==> src/hdl/ostb_pkg.sv <==
// Shared types and constants for the one-shot timer bank.
// No dependencies.
package ostb_pkg;

  localparam int SLOT_COUNT_DEF = 8;
  localparam int CMD_W          = 3;
  localparam int SLOT_W         = 3;
  localparam int DELAY_W        = 16;
  localparam int MASK_W         = 8;

  typedef enum logic [CMD_W-1:0] {
    CMD_TICK   = 3'd0,
    CMD_ARM    = 3'd1,
    CMD_REARM  = 3'd2,
    CMD_FIRE   = 3'd3,
    CMD_CANCEL = 3'd4
  } cmd_t;

  // Per-slot control from the command decoder
  typedef struct packed {
    logic tick;
    logic load;
    logic clear;
  } slot_cmd_t;

endpackage

==> src/hdl/ostb_slot.sv <==
// One countdown slot: 16-bit down counter with load, clear and tick.
// Depends on ostb_pkg.
module ostb_slot
  import ostb_pkg::*;
(
  input  logic               clk,
  input  logic               rst,
  input  slot_cmd_t          ctl,
  input  logic [DELAY_W-1:0] load_value,
  output logic               nonzero,
  output logic               expire
);

  logic [DELAY_W-1:0] count;

  always_ff @(posedge clk) begin
    if (rst) begin
      count <= '0;
    end else if (ctl.clear) begin
      count <= '0;
    end else if (ctl.load) begin
      count <= load_value;
    end else if (ctl.tick && nonzero) begin
      count <= count - DELAY_W'(1);
    end
  end

  assign nonzero = |count;
  // reaches zero on the next tick
  assign expire  = (count == DELAY_W'(1));

endmodule

==> src/hdl/ostb_ctrl.sv <==
// Command decode, pending bits, ticking flag and result register.
// Depends on ostb_pkg; drives the ostb_slot counters.
module ostb_ctrl
  import ostb_pkg::*;
#(
  parameter int SLOT_COUNT = SLOT_COUNT_DEF
) (
  input  logic               clk,
  input  logic               rst,
  input  logic               in_valid,
  input  cmd_t               in_cmd,
  input  logic [SLOT_W-1:0]  in_slot,
  input  logic [DELAY_W-1:0] in_delay,
  input  logic [MASK_W-1:0]  registered_slots,
  input  logic [SLOT_COUNT-1:0] nonzero,
  input  logic [SLOT_COUNT-1:0] expire,
  output slot_cmd_t          slot_ctl [SLOT_COUNT],
  output logic               done,
  output logic               status,
  output logic [MASK_W-1:0]  fired_slots,
  output logic [MASK_W-1:0]  pending_slots
);

  localparam int WIDE = (SLOT_COUNT > MASK_W) ? SLOT_COUNT : MASK_W;

  logic [SLOT_COUNT-1:0] pending, pending_next;
  logic                  ticking, ticking_next;
  logic [SLOT_COUNT-1:0] fired;
  logic [SLOT_COUNT-1:0] sel_mask;
  logic [WIDE-1:0]       pend_wide, nz_wide, pend_next_wide, fired_wide;
  logic                  in_range, sel_pend, sel_reg, live, delay_zero;
  logic                  reject, sweep, do_load, do_clear;

  assign in_range   = (32'(in_slot) < SLOT_COUNT);
  assign sel_mask   = SLOT_COUNT'(1) << in_slot;
  assign pend_wide  = WIDE'(pending);
  assign nz_wide    = WIDE'(nonzero);
  assign sel_pend   = pend_wide[in_slot];
  assign sel_reg    = registered_slots[in_slot];
  assign delay_zero = (in_delay == '0);
  // shared by re-arm and fire now
  assign live       = ticking && sel_pend && sel_reg && nz_wide[in_slot];

  always_comb begin
    reject       = 1'b0;
    fired        = '0;
    pending_next = pending;
    ticking_next = ticking;
    sweep        = 1'b0;
    do_load      = 1'b0;
    do_clear     = 1'b0;
    if (in_valid) begin
      case (in_cmd)
        CMD_TICK: begin
          sweep        = 1'b1;
          fired        = expire;
          pending_next = pending & ~expire;
        end
        CMD_ARM: begin
          if (!in_range) begin
            reject = 1'b1;
          end else begin
            ticking_next = 1'b1;
            if (delay_zero || sel_pend || !sel_reg) begin
              reject = 1'b1;
            end else begin
              do_load      = 1'b1;
              pending_next = pending | sel_mask;
            end
          end
        end
        CMD_REARM: begin
          if (!in_range || !live || delay_zero) begin
            reject = 1'b1;
          end else begin
            do_load = 1'b1;
          end
        end
        CMD_FIRE: begin
          if (!in_range || !live) begin
            reject = 1'b1;
          end else begin
            do_clear     = 1'b1;
            pending_next = pending & ~sel_mask;
            fired        = sel_mask;
          end
        end
        CMD_CANCEL: begin
          if (!in_range) begin
            reject = 1'b1;
          end else begin
            do_clear     = 1'b1;
            pending_next = pending & ~sel_mask;
          end
        end
        default: begin
          reject = 1'b1;
        end
      endcase
    end
  end

  always_comb begin
    for (int i = 0; i < SLOT_COUNT; i++) begin
      slot_ctl[i].tick  = sweep;
      slot_ctl[i].load  = do_load && (32'(in_slot) == i);
      slot_ctl[i].clear = do_clear && (32'(in_slot) == i);
    end
  end

  assign pend_next_wide = WIDE'(pending_next);
  assign fired_wide     = WIDE'(fired);

  always_ff @(posedge clk) begin
    if (rst) begin
      pending <= '0;
      ticking <= 1'b0;
      done    <= 1'b0;
    end else begin
      pending <= pending_next;
      ticking <= ticking_next;
      done    <= in_valid;
    end
    status        <= reject;
    fired_slots   <= fired_wide[MASK_W-1:0];
    pending_slots <= pend_next_wide[MASK_W-1:0];
  end

endmodule

==> src/hdl/one_shot_timer_bank.sv <==
// One-shot timer bank, top level: input register, slot register and the bank.
// Depends on ostb_pkg, ostb_slot and ostb_ctrl.
//
// Usage
//   Commands: drive command, slot and delay_ms with start high; the command
//   is taken at a rising edge with start high and busy low. busy is never
//   raised, so one command can be transferred every cycle.
//   Results: after the input register and then the result register (which
//   also updates the slot counters and pending bits), done is high for
//   exactly one cycle with status, fired_slots and pending_slots. The
//   receiver cannot hold a result back; results leave in command order,
//   one per command. Throughput: one command per cycle, set by the single
//   decode-and-update step that each command's effect must finish before
//   the next command reads the state.
//   Configuration: cfg_write loads cfg_data into the registered-slots mask
//   at the same edge; write it only with no command in flight.
//   Reset (rst, synchronous): counters, pending bits, the ticking flag, the
//   registered-slots mask and done are cleared.
module one_shot_timer_bank
  import ostb_pkg::*;
#(
  parameter int SLOT_COUNT = SLOT_COUNT_DEF
) (
  input  logic               clk,
  input  logic               rst,
  input  logic               start,
  output logic               busy,
  input  logic [CMD_W-1:0]   command,
  input  logic [SLOT_W-1:0]  slot,
  input  logic [DELAY_W-1:0] delay_ms,
  input  logic               cfg_write,
  input  logic [MASK_W-1:0]  cfg_data,
  output logic               done,
  output logic               status,
  output logic [MASK_W-1:0]  fired_slots,
  output logic [MASK_W-1:0]  pending_slots
);

  logic               in_valid;
  cmd_t               in_cmd;
  logic [SLOT_W-1:0]  in_slot;
  logic [DELAY_W-1:0] in_delay;
  logic [MASK_W-1:0]  registered_slots;

  logic [SLOT_COUNT-1:0] nonzero;
  logic [SLOT_COUNT-1:0] expire;
  slot_cmd_t             slot_ctl [SLOT_COUNT];

  assign busy = 1'b0;

  always_ff @(posedge clk) begin
    if (rst) begin
      in_valid         <= 1'b0;
      registered_slots <= '0;
    end else begin
      in_valid <= start && !busy;
      if (cfg_write) begin
        registered_slots <= cfg_data;
      end
    end
    in_cmd   <= cmd_t'(command);
    in_slot  <= slot;
    in_delay <= delay_ms;
  end

  ostb_ctrl #(
    .SLOT_COUNT (SLOT_COUNT)
  ) u_ctrl (
    .clk              (clk),
    .rst              (rst),
    .in_valid         (in_valid),
    .in_cmd           (in_cmd),
    .in_slot          (in_slot),
    .in_delay         (in_delay),
    .registered_slots (registered_slots),
    .nonzero          (nonzero),
    .expire           (expire),
    .slot_ctl         (slot_ctl),
    .done             (done),
    .status           (status),
    .fired_slots      (fired_slots),
    .pending_slots    (pending_slots)
  );

  for (genvar g = 0; g < SLOT_COUNT; g++) begin : g_slot
    ostb_slot u_slot (
      .clk        (clk),
      .rst        (rst),
      .ctl        (slot_ctl[g]),
      .load_value (in_delay),
      .nonzero    (nonzero[g]),
      .expire     (expire[g])
    );
  end

endmodule

==> config.mk <==
export PLATFORM = sky130hd
export DESIGN_NAME = one_shot_timer_bank
export DESIGN_NICKNAME = d
export VERILOG_FILES = /design/src/hdl/ostb_pkg.sv /design/src/hdl/ostb_slot.sv /design/src/hdl/ostb_ctrl.sv /design/src/hdl/one_shot_timer_bank.sv
export SDC_FILE = /design/constraint.sdc
export NUM_CORES = 1
export LEC_CHECK = 0
export ABC_AREA = 1
export BUFFER_PORTS_ARGS = -buffer_cell sky130_fd_sc_hd__clkbuf_2
export CAP_MARGIN = 20
export CORE_ASPECT_RATIO = 1.1
export CORE_UTILIZATION = 30
export DETAILED_ROUTE_END_ITERATION = 10
export GPL_TIMING_DRIVEN = 0
export REMOVE_ABC_BUFFERS = 1
export SLEW_MARGIN = 10
export SYNTH_ARGS = -nofsm -noshare
export SYNTH_HDL_FRONTEND = slang
export SYNTH_SLANG_ARGS = --single-unit
==> constraint.sdc <==
create_clock -name clk -period 3 [get_ports clk]
set_clock_uncertainty 0.15 [all_clocks]
set_input_delay 0.6 -clock clk [delete_from_list [all_inputs] [get_ports clk]]
set_output_delay 0.6 -clock clk [all_outputs]
set_load 0.1 [all_outputs]
* Word-level counts from Yosys, hierarchy flattened
Cells that the tools add are included.
** Word-level totals
- Flip-flop bits (word level) :: 186
- Input port bits :: 34
- Logic and storage cells :: 155
- Output and inout port bits :: 19
** Cells by class
- Bitwise logic cells :: 5
- Mux-type cells :: 41
- Equality and inequality tests :: 19
- Shift operators :: 1
- $lt $le $gt $ge :: 1
- Add/subtract/negate cells :: 8
- Reduce and logical (&&, ||, !) cells :: 61
** Operators by type and width (count)
- 16-bit two-way mux :: 16
- 16-bit by 1-bit == test with 1-bit output (second input constant) :: 8
- 16-bit OR reduction :: 8
- 16-bit by 1-bit subtractor with 16-bit output (second input constant) :: 8
- 8-bit two-way mux :: 4
- 8-bit one-hot mux with 4 select lines :: 1
- 1-bit logical AND :: 27
- 2-bit OR reduction :: 9
- 8-bit bitwise AND :: 2
- 16-bit zero test :: 1
- 8-bit NOT :: 2
- 8-bit one-hot mux with 2 select lines :: 1
- 2-bit nonzero test :: 8
- 3-bit == test (second input constant) :: 5
- 1-bit two-way mux :: 13
- 3-bit by 2-bit == test with 1-bit output (second input constant) :: 4
- 1-bit binary-select mux with 3-bit select :: 3
- 8-bit bitwise OR :: 1
- 1-bit by 3-bit << shifter with 8-bit output (first input constant) :: 1
- 3-bit by 1-bit == test with 1-bit output (second input constant) :: 2
- 3-bit zero test :: 2
- 3-bit by 4-bit < comparator with 1-bit output (second input constant) :: 1
- 1-bit one-hot mux with 2 select lines :: 2
- 1-bit one-hot mux with 4 select lines :: 1
- 3 further kinds :: 6

* Longest topological paths before layout
Gate-level depths: netlist of the first run.
- Depth in word-level cells :: 12
- Gate-level depth with buffers :: 18
- Mapped depth without buffers :: 16

* Modules after synthesis
Synthesis of the first run repeated with hierarchy kept, for this count alone.
** Second synthesis, totals
- Cell total of the unflattened synthesis :: 2148
- Area, all modules :: 12904.9 µm²
** Modules (own cells, without submodules)
- ostb_slot (g_slot[4].u_slot ...) :: cells an instance 218, instances 4, area an instance 1251.2 µm², seq. area each 320.3 µm²
- ostb_slot (g_slot[0].u_slot ...) :: cells an instance 214, instances 4, area an instance 1234.9 µm², seq. area each 320.3 µm²
- ostb_ctrl :: cells an instance 342, instances 1, area an instance 2139.6 µm², seq. area each 540.5 µm²
- one_shot_timer_bank :: cells an instance 78, instances 1, area an instance 820.8 µm², seq. area each 620.6 µm²

* Least setup slack after synthesis of the first run
No wires, ideal clock.
- Path kind :: register -> register
- Start point :: reg g_slot[3].u_slot.count[0]
- End point :: reg g_slot[7].u_slot.count[10]
- Arrival :: 2.090 ns
- Library setup time :: 0.118 ns
- Cell stages (with the launch flop) :: 18
- Required time :: 2.732 ns
- Setup slack :: 0.642 ns
- Buffers on the path :: 2
- Clock period less this slack :: 2.358 ns
- Cell sequence :: dfxtp_1 inv_1 ha_1 nand2_1 nor2_1 nand3_1 nand2_1 nor2_1 nor2_2 nor2_4 and2_1 buf_6 nand2_4 nand2_4 nand3_2 nand2_2 buf_4 a21oi_2
** Between the ends
- Word-level cells in the longest chain between the ends :: 11
- Elaborated cells on any way between the ends :: 17
- Classes of those cells :: mux: 9; reduce/logical: 8
** Ends and longest elaborated chain
- start, declared :: line ostb_slot.sv:14 : logic [DELAY_W-1:0] count;
- start signal, assigned :: line ostb_slot.sv:22 : count <= load_value;
- start signal, assigned :: line ostb_slot.sv:24 : count <= count - DELAY_W'(1);
- 16-bit OR reduction * :: line ostb_slot.sv:28 : assign nonzero = |count;
- 1-bit binary-select mux with 3-bit select * :: line ostb_ctrl.sv:42 : assign live = ticking && sel_pend && sel_reg && nz_wide[in_slot];
- 1-bit two-way mux (implied by the code) * :: line ostb_ctrl.sv:42
- 1-bit logical AND * :: line ostb_ctrl.sv:42
- 1-bit zero test :: line ostb_ctrl.sv:73 : if (!in_range || !live || delay_zero) begin
- 1-bit logical OR :: line ostb_ctrl.sv:73
- 1-bit two-way mux :: line ostb_ctrl.sv:73
- 1-bit one-hot mux with 2 select lines :: line ostb_ctrl.sv:53 : case (in_cmd)
- 1-bit two-way mux :: line ostb_ctrl.sv:52 : if (in_valid) begin
- 1-bit logical AND :: line ostb_ctrl.sv:106 : slot_ctl[i].load = do_load && (32'(in_slot) == i);
- 16-bit two-way mux or 2-bit nonzero test (tied branches)
- end signal, assigned :: line ostb_slot.sv:22
- end signal, assigned :: line ostb_slot.sv:24
- end, declared :: line ostb_slot.sv:14
Mark *: on every way between the ends. The rest lies on a longest branch, timed or not. The select of a mux whose other input is x is not followed.
A chain may end at the register's enable or synchronous reset.

* Worst setup path in the final report of the first run
- Start point :: reg in_delay[0]
- End point :: reg g_slot[3].u_slot.count[15]
** Between the ends
- Word-level cells in the longest chain between the ends :: 8
- Elaborated cells on any way between the ends :: 11
- Classes of those cells :: mux: 5; reduce/logical: 6
** Ends and longest elaborated chain
- start, declared :: line one_shot_timer_bank.sv:42 : logic [DELAY_W-1:0] in_delay;
- start signal, assigned :: line one_shot_timer_bank.sv:63 : in_delay <= delay_ms;
- 16-bit zero test * :: line ostb_ctrl.sv:40 : assign delay_zero = (in_delay == '0);
- 1-bit logical OR (2 in a row) :: line ostb_ctrl.sv:64 : if (delay_zero || sel_pend || !sel_reg) begin
- 1-bit two-way mux :: line ostb_ctrl.sv:64
- 1-bit one-hot mux with 2 select lines * :: line ostb_ctrl.sv:53
- 1-bit two-way mux * :: line ostb_ctrl.sv:52
- 1-bit logical AND * :: line ostb_ctrl.sv:106
- 16-bit two-way mux or 2-bit nonzero test (tied branches)
Mark *: on every way between the ends. The rest lies on a longest branch, timed or not.

==> flow_metrics.env, run 1 <==
export IMPL_cellPowerDensity_nw_per_um2=398
export IMPL_wl_per_cell_um=17.4
export IMPL_critPathSlowestCell="nor4_1"
export IMPL_grt_pass1_wl_mm=62.8
export IMPL_final_cell_mix="nand2_1 (447), nor2_1 (182), dfxtp_1 (180), nand3_1 (165), nand4_1 (139)"
export IMPL_clkSinkCount=186
export IMPL_clock_latency_ns=0.47
export IMPL_syn_area_per_cell_um2=6.59
export IMPL_io_pins=53
export IMPL_n_fill_cell=4131
export IMPL_core_area_um2=38500
export IMPL_gr_total_overflow=0
export IMPL_rows=75
export IMPL_synth_cell_type_count=45
export IMPL_grt_total_usage_pct=19.9
export IMPL_dp_hpwl_mm=23.7
export IMPL_drc_errors=0
export IMPL_ys_flop_type="dfxtp_1"
export IMPL_drive_gt1_share_pct=16.5
export IMPL_initial_core_util_pct=30.8
export IMPL_cts_tree="yes"
export IMPL_antenna_left=0
export IMPL_first_global_vias=11500
export IMPL_end_kind="flip-flop"
export IMPL_drv_cap=0
export IMPL_required_ns=3.18
export IMPL_synth_area_mux_share_pct=0
export IMPL_leakage_nw=5.71
export IMPL_synth_top_family_by_area="simple AND/OR/NAND/NOR gates"
export IMPL_drv_slew=0
export IMPL_outcome="finished, final reports clean"
export IMPL_slowest_delay_ns=0.51
export IMPL_synth_xor_area_share_pct=5.33
export IMPL_hold_viol=0
export IMPL_whs_ns=0.0799
export IMPL_dr_pass1_iters=5
export IMPL_grt_antenna_before_repair=0
export IMPL_period_minus_slack_ns=2.89
export IMPL_crit_fanout=26
export IMPL_htree_levels=4
export IMPL_total_power_mw=5.52
export IMPL_seq_area_frac_synth_pct=31.4
export IMPL_synth_seq_cells=186
export IMPL_vias=12600
export IMPL_setup_viol=0
export IMPL_synthSimpleGateAreaFrac_pct=40.6
export IMPL_max_slew_margin_pct=25.0
export IMPL_area_growth_synth_to_final_pct=17.0
export IMPL_portBuffers=51
export IMPL_die_area_um2=40300
export IMPL_fmax_ghz=0.347
export IMPL_finalWeightedCongestion=0.838
export IMPL_min_period_over_period_pct=96.2
export IMPL_crit_path_start_kind="flip-flop"
export IMPL_clock_path_buffers=2
export IMPL_syn_inst=1798
export IMPL_wl_mm=40.7
export IMPL_avgViaCountPerCell=5.38
export IMPL_yosysWarnings=0
export IMPL_final_design_area_no_fill_um2=13900
export IMPL_drt_iter0_markers=1527
export IMPL_crit_type="reg -> reg"
export IMPL_cts_hold_buffers=0
export IMPL_cp_arrival_ns=3.07
export IMPL_synth_area_um2=11800
export IMPL_clk_pin_slew_ns=0.08
export IMPL_worst_slew_pin_transition_ns=1.12
export IMPL_nets=1877
export IMPL_irDropWorstVdd_uv=397
export IMPL_dieHeight_um=210
export IMPL_synth_edff_count=0
export IMPL_hold_path_class="in -> reg"
export IMPL_final_common_cell="nand2_1"
export IMPL_dpl_cell_area_um2=12400
export IMPL_crit_path_cell_trace="nor4_1 > nand4_1 > nor2b_2 > nand3_4 > nand2_8 > buf_4 > bufbuf_16 > nand4_1 > nand2_1 > nor2_1 > nor2_1"
export IMPL_cts_inserted_buffers=17
export IMPL_die_x_um=191
export IMPL_synth_adder_area_share_pct=1.69
export IMPL_dp_cells=2259
export IMPL_cts_root_buffer="clkbuf_16"
export IMPL_synthArstFlopShare_pct=0
export IMPL_finalNonFillerCells=2339
export IMPL_synth_compound_area_share_pct=12.0
export IMPL_antenna_cells=0
export IMPL_grt_max_degree=37
==> final timing paths <==
check	startpoint	endpoint	slack (ns)	cells past startpoint
hold / removal	delay_ms[7]	in_delay[7]$_DFF_P_	0.08	1
hold reg to reg	u_ctrl.ticking$_SDFFE_PP0P_	u_ctrl.ticking$_SDFFE_PP0P_	0.33	2
setup reg to reg	in_delay[0]$_DFF_P_	g_slot[3].u_slot.count[15]$_SDFFE_PP0P_	0.11	11
setup / recovery	in_delay[0]$_DFF_P_	g_slot[3].u_slot.count[15]$_SDFFE_PP0P_	0.11	11
==> state kept, by name, summed over array words and instances (netlist names) <==
name / cells
g_slot.u_slot.count: 128
u_ctrl.ticking: 1
in_cmd: 3
u_ctrl.done: 1
u_ctrl.status: 1
u_ctrl.pend_wide: 8
in_delay: 16
u_ctrl.pending_slots: 8
u_ctrl.fired_slots: 8
in_slot: 3
in_valid: 1
registered_slots: 8
==> cell type report <==
cell class | count | area (um^2) | area share [%]
clock buffer | 19 | 443 | 3.20
clock inverter | 12 | 116 | 0.840
sequential | 186 | 3730 | 26.9
tap | 500 | 626 | 4.52
timing repair buffer | 95 | 852 | 6.15
multi-input combinational | 1389 | 7540 | 54.4
inverter | 138 | 546 | 3.94
==> cell families (layout without fill, tap and decap cells) <==
family | after synthesis | count (layout)
adders and majority gates | 16 | 16
buffers and inverters | 237 | 264
xor gates and xnor gates | 72 | 72
AOI/OAI and AO/OA | 233 | 233
other | 1 | 1
and+or+nand+nor | 1053 | 1067
DFF | 186 | 186
==> what timing repair did <==
item,4_1_cts,5_1_grt
pin swaps,6,5
gates resized for setup,54,26
setup buffers,15,14
endpoints found under the hold margin,0,0
gates cloned,13,7
endpoints found under the setup margin,131,128
==> cell usage after synthesis (9+ instances only) <==
cell type | n | area (um^2)
a21oi_1 | 86 | 430
a21oi_2 | 56 | 490
buf_2 | 26 | 130
buf_4 | 14 | 105
buf_6 | 10 | 113
clkbuf_1 | 45 | 169
dfxtp_1 | 186 | 3720
ha_1 | 16 | 200
inv_1 | 128 | 480
inv_2 | 9 | 33.8
nand2_1 | 460 | 1730
nand3_1 | 168 | 841
nand3_2 | 14 | 140
nand4_1 | 139 | 870
nor2_1 | 199 | 747
nor3_1 | 17 | 85.1
nor4_1 | 11 | 68.8
o21ai_0 | 67 | 335
or2_2 | 11 | 68.8
xnor2_1 | 29 | 254
xor2_1 | 43 | 377
==> worst max-delay path, delay by kind of cell, from the launching register on <==
family,cells,cell delay (ns)
flip-flops,1,0.47
AND/OR/NAND/NOR,9,1.64
buffers and inverters,2,0.47
==> through the flow <==
step	setup WS, ns	utilization, %	setup TNS [ns]
finish	0.115	36.0	0
global route	-0.00978	36.0	-0.0338
CTS	-0.00458	35.2	-0.00794
detailed placement	-2.10	32.2	-143.41
global placement	-5.93	31.7	-752.43
floorplan	-2.50	-	-297.11
==> power by group <==
part	switching [mW]	internal [mW]
clock	1.10	1.17
combinational	0.509	0.178
sequential	0.0471	2.52
total	1.65	3.87
==> metal layers <==
metal | up-vias | global-route usage, % | wire, um
li1 | 6086 | - | -
met4 | 0 | 9.06 | 1550
met5 | - | 0 | 0
met3 | 80 | 2.96 | 2720
met2 | 495 | 32.2 | 18800
met1 | 5914 | 26.0 | 17600
Note: power is estimated with default switching activity, not from simulation.
==> run 2, diff against run 1 <==
==> constraint.sdc (replaced) <==
create_clock -name clk -period 3 [get_ports clk]
set_clock_uncertainty 0.15 [all_clocks]
set_input_delay 0.15 -clock clk [delete_from_list [all_inputs] [get_ports clk]]
set_output_delay 0.15 -clock clk [all_outputs]
set_load 0.1 [all_outputs]
==> run 2 against run 1 <==
Non-clock buffer count up 39; flip-flop and latch count unchanged; clock power about the same; core utilization up 1.0 points; hold slack worse by 0.051 ns; critical path depth unchanged; largest power group unchanged; power up 0.80%; die area unchanged; global-route usage up 0.27 points.
==> flow_metrics.env, run 2 (synthesis gave the netlist of run 1 again) <==
export IMPL_cts_inserted_buffers=17
export IMPL_fmax_ghz=0.340
export IMPL_dr_pass1_iters=6
export IMPL_htree_levels=4
export IMPL_first_global_vias=11700
export IMPL_avgViaCountPerCell=5.39
export IMPL_cts_tree="yes"
export IMPL_irDropWorstVdd_uv=394
export IMPL_end_kind="flip-flop"
export IMPL_initial_core_util_pct=30.8
export IMPL_n_fill_cell=4082
export IMPL_nets=1916
export IMPL_clock_path_buffers=2
export IMPL_antenna_cells=0
export IMPL_period_minus_slack_ns=2.94
export IMPL_vias=12800
export IMPL_die_x_um=191
export IMPL_grt_pass1_wl_mm=63.6
export IMPL_leakage_nw=5.89
export IMPL_min_period_over_period_pct=97.9
export IMPL_required_ns=3.19
export IMPL_clock_latency_ns=0.46
export IMPL_fin_setup_tns_ns=0
export IMPL_clk_pin_slew_ns=0.08
export IMPL_outcome="finished, final reports clean"
export IMPL_clkSinkCount=186
export IMPL_hold_viol=0
export IMPL_core_area_um2=38500
export IMPL_max_slew_margin_pct=25.3
export IMPL_grt_max_degree=37
export IMPL_drt_iter0_markers=1626
export IMPL_crit_path_start_kind="flip-flop"
export IMPL_wl_mm=41.4
export IMPL_setup_viol=0
export IMPL_drv_slew=0
export IMPL_post_place_ws_ns=-2.10
export IMPL_cp_arrival_ns=3.12
export IMPL_grt_total_usage_pct=20.2
export IMPL_crit_type="reg -> reg"
export IMPL_regMostFlops="g_slot.u_slot.count"
export IMPL_area_growth_synth_to_final_pct=20.2
export IMPL_crit_fanout=26
export IMPL_hold_path_class="in -> reg"
export IMPL_dp_hpwl_mm=23.7
export IMPL_cts_root_buffer="clkbuf_16"
export IMPL_cellPowerDensity_nw_per_um2=391
export IMPL_whs_ns=0.0285
export IMPL_worst_slew_pin_transition_ns=1.12
export IMPL_grt_antenna_before_repair=0
export IMPL_io_pins=53
export IMPL_portBuffers=51
export IMPL_final_common_cell="nand2_1"
export IMPL_antenna_left=0
export IMPL_die_area_um2=40300
export IMPL_rows=75
export IMPL_fin_ws_ns=0.0629
export IMPL_gr_total_overflow=0
export IMPL_largest_register_ff_count=128
export IMPL_dieHeight_um=210
export IMPL_reg_top3="g_slot.u_slot.count x128, in_delay x16"
export IMPL_finalWeightedCongestion=0.838
export IMPL_wl_per_cell_um=17.4
export IMPL_drive_gt1_share_pct=16.2
export IMPL_drv_cap=0
export IMPL_drc_errors=0
export IMPL_final_cell_mix="nand2_1 (447), nor2_1 (182), dfxtp_1 (180), nand3_1 (165), nand4_1 (139)"
[run 2: worst max-delay path: stages (launching register included)]
cell	delay [ns]
dfxtp_2	0.47
nor4_1	0.52
nand4_1	0.28
nor2b_2	0.27
nand3_4	0.18
nand2_8	0.14
buf_4	0.17
bufbuf_16	0.30
nand4_1	0.09
nand2_1	0.06
nor2_1	0.11
nor2_1	0.05
[run 2: where the power goes]
group	internal (mW)	total, mW	leakage, nW	switching (mW)
Sequential	2.52	2.56	1.51	0.0473
Combinational	0.212	0.731	4.11	0.518
Clock	1.17	2.27	0.271	1.10
Total	3.90	5.56	5.89	1.66
[run 2: final timing paths]
check / end / cells past startpoint / slack [ns] / startpoint
min reg2reg: u_ctrl.ticking$_SDFFE_PP0P_ / 2 / 0.33 / u_ctrl.ticking$_SDFFE_PP0P_
max reg2reg: g_slot[2].u_slot.count[15]$_SDFFE_PP0P_ / 11 / 0.06 / in_delay[0]$_DFF_P_
max: g_slot[2].u_slot.count[15]$_SDFFE_PP0P_ / 11 / 0.06 / in_delay[0]$_DFF_P_
min: u_ctrl.pend_wide[4]$_SDFF_PP0_ / 2 / 0.03 / rst
[run 2: timing repair]
action	CTS	global route
gates resized for setup	54	25
pin swaps	6	5
buffers inserted	15	14
hold buffers	39	0
endpoints found under the hold margin	31	0
setup endpoints to repair	131	128
gates cloned	13	7
[run 2: cell type report]
cell class                      count  area, um^2  area share, %
Multi-Input combinational cell   1389        7530           52.9
Sequential cell                   186        3730           26.2
Timing Repair Buffer              134        1240           8.73
Tap cell                          500         626           4.39
Inverter                          138         546           3.83
Clock buffer                       19         443           3.11
Clock inverter                     12         116          0.817
[run 2: layer usage]
| layer | global-route usage [%] | up-vias | routed length [um] |
|---|---|---|---|
| met4 | 9.25 | 0 | 1670 |
| met3 | 2.95 | 92 | 2750 |
| met5 | 0 | - | 0 |
| li1 | - | 6160 | - |
| met2 | 32.9 | 525 | 19100 |
| met1 | 26.1 | 6032 | 17900 |
[run 2: metrics by stage]
step / cells / power [mW] / util [%] / cell area (um^2)
after floorplan: 1699 / 2.98 / - / 11300
after global placement: 2250 / 3.18 / 31.7 / 12200
after detailed placement: 2259 / 3.21 / 32.2 / 12400
after CTS: 2357 / 5.57 / 36.2 / 13900
after global routing: 2378 / 5.75 / 37.0 / 14200
final: 2378 / 5.56 / 37.0 / 14200
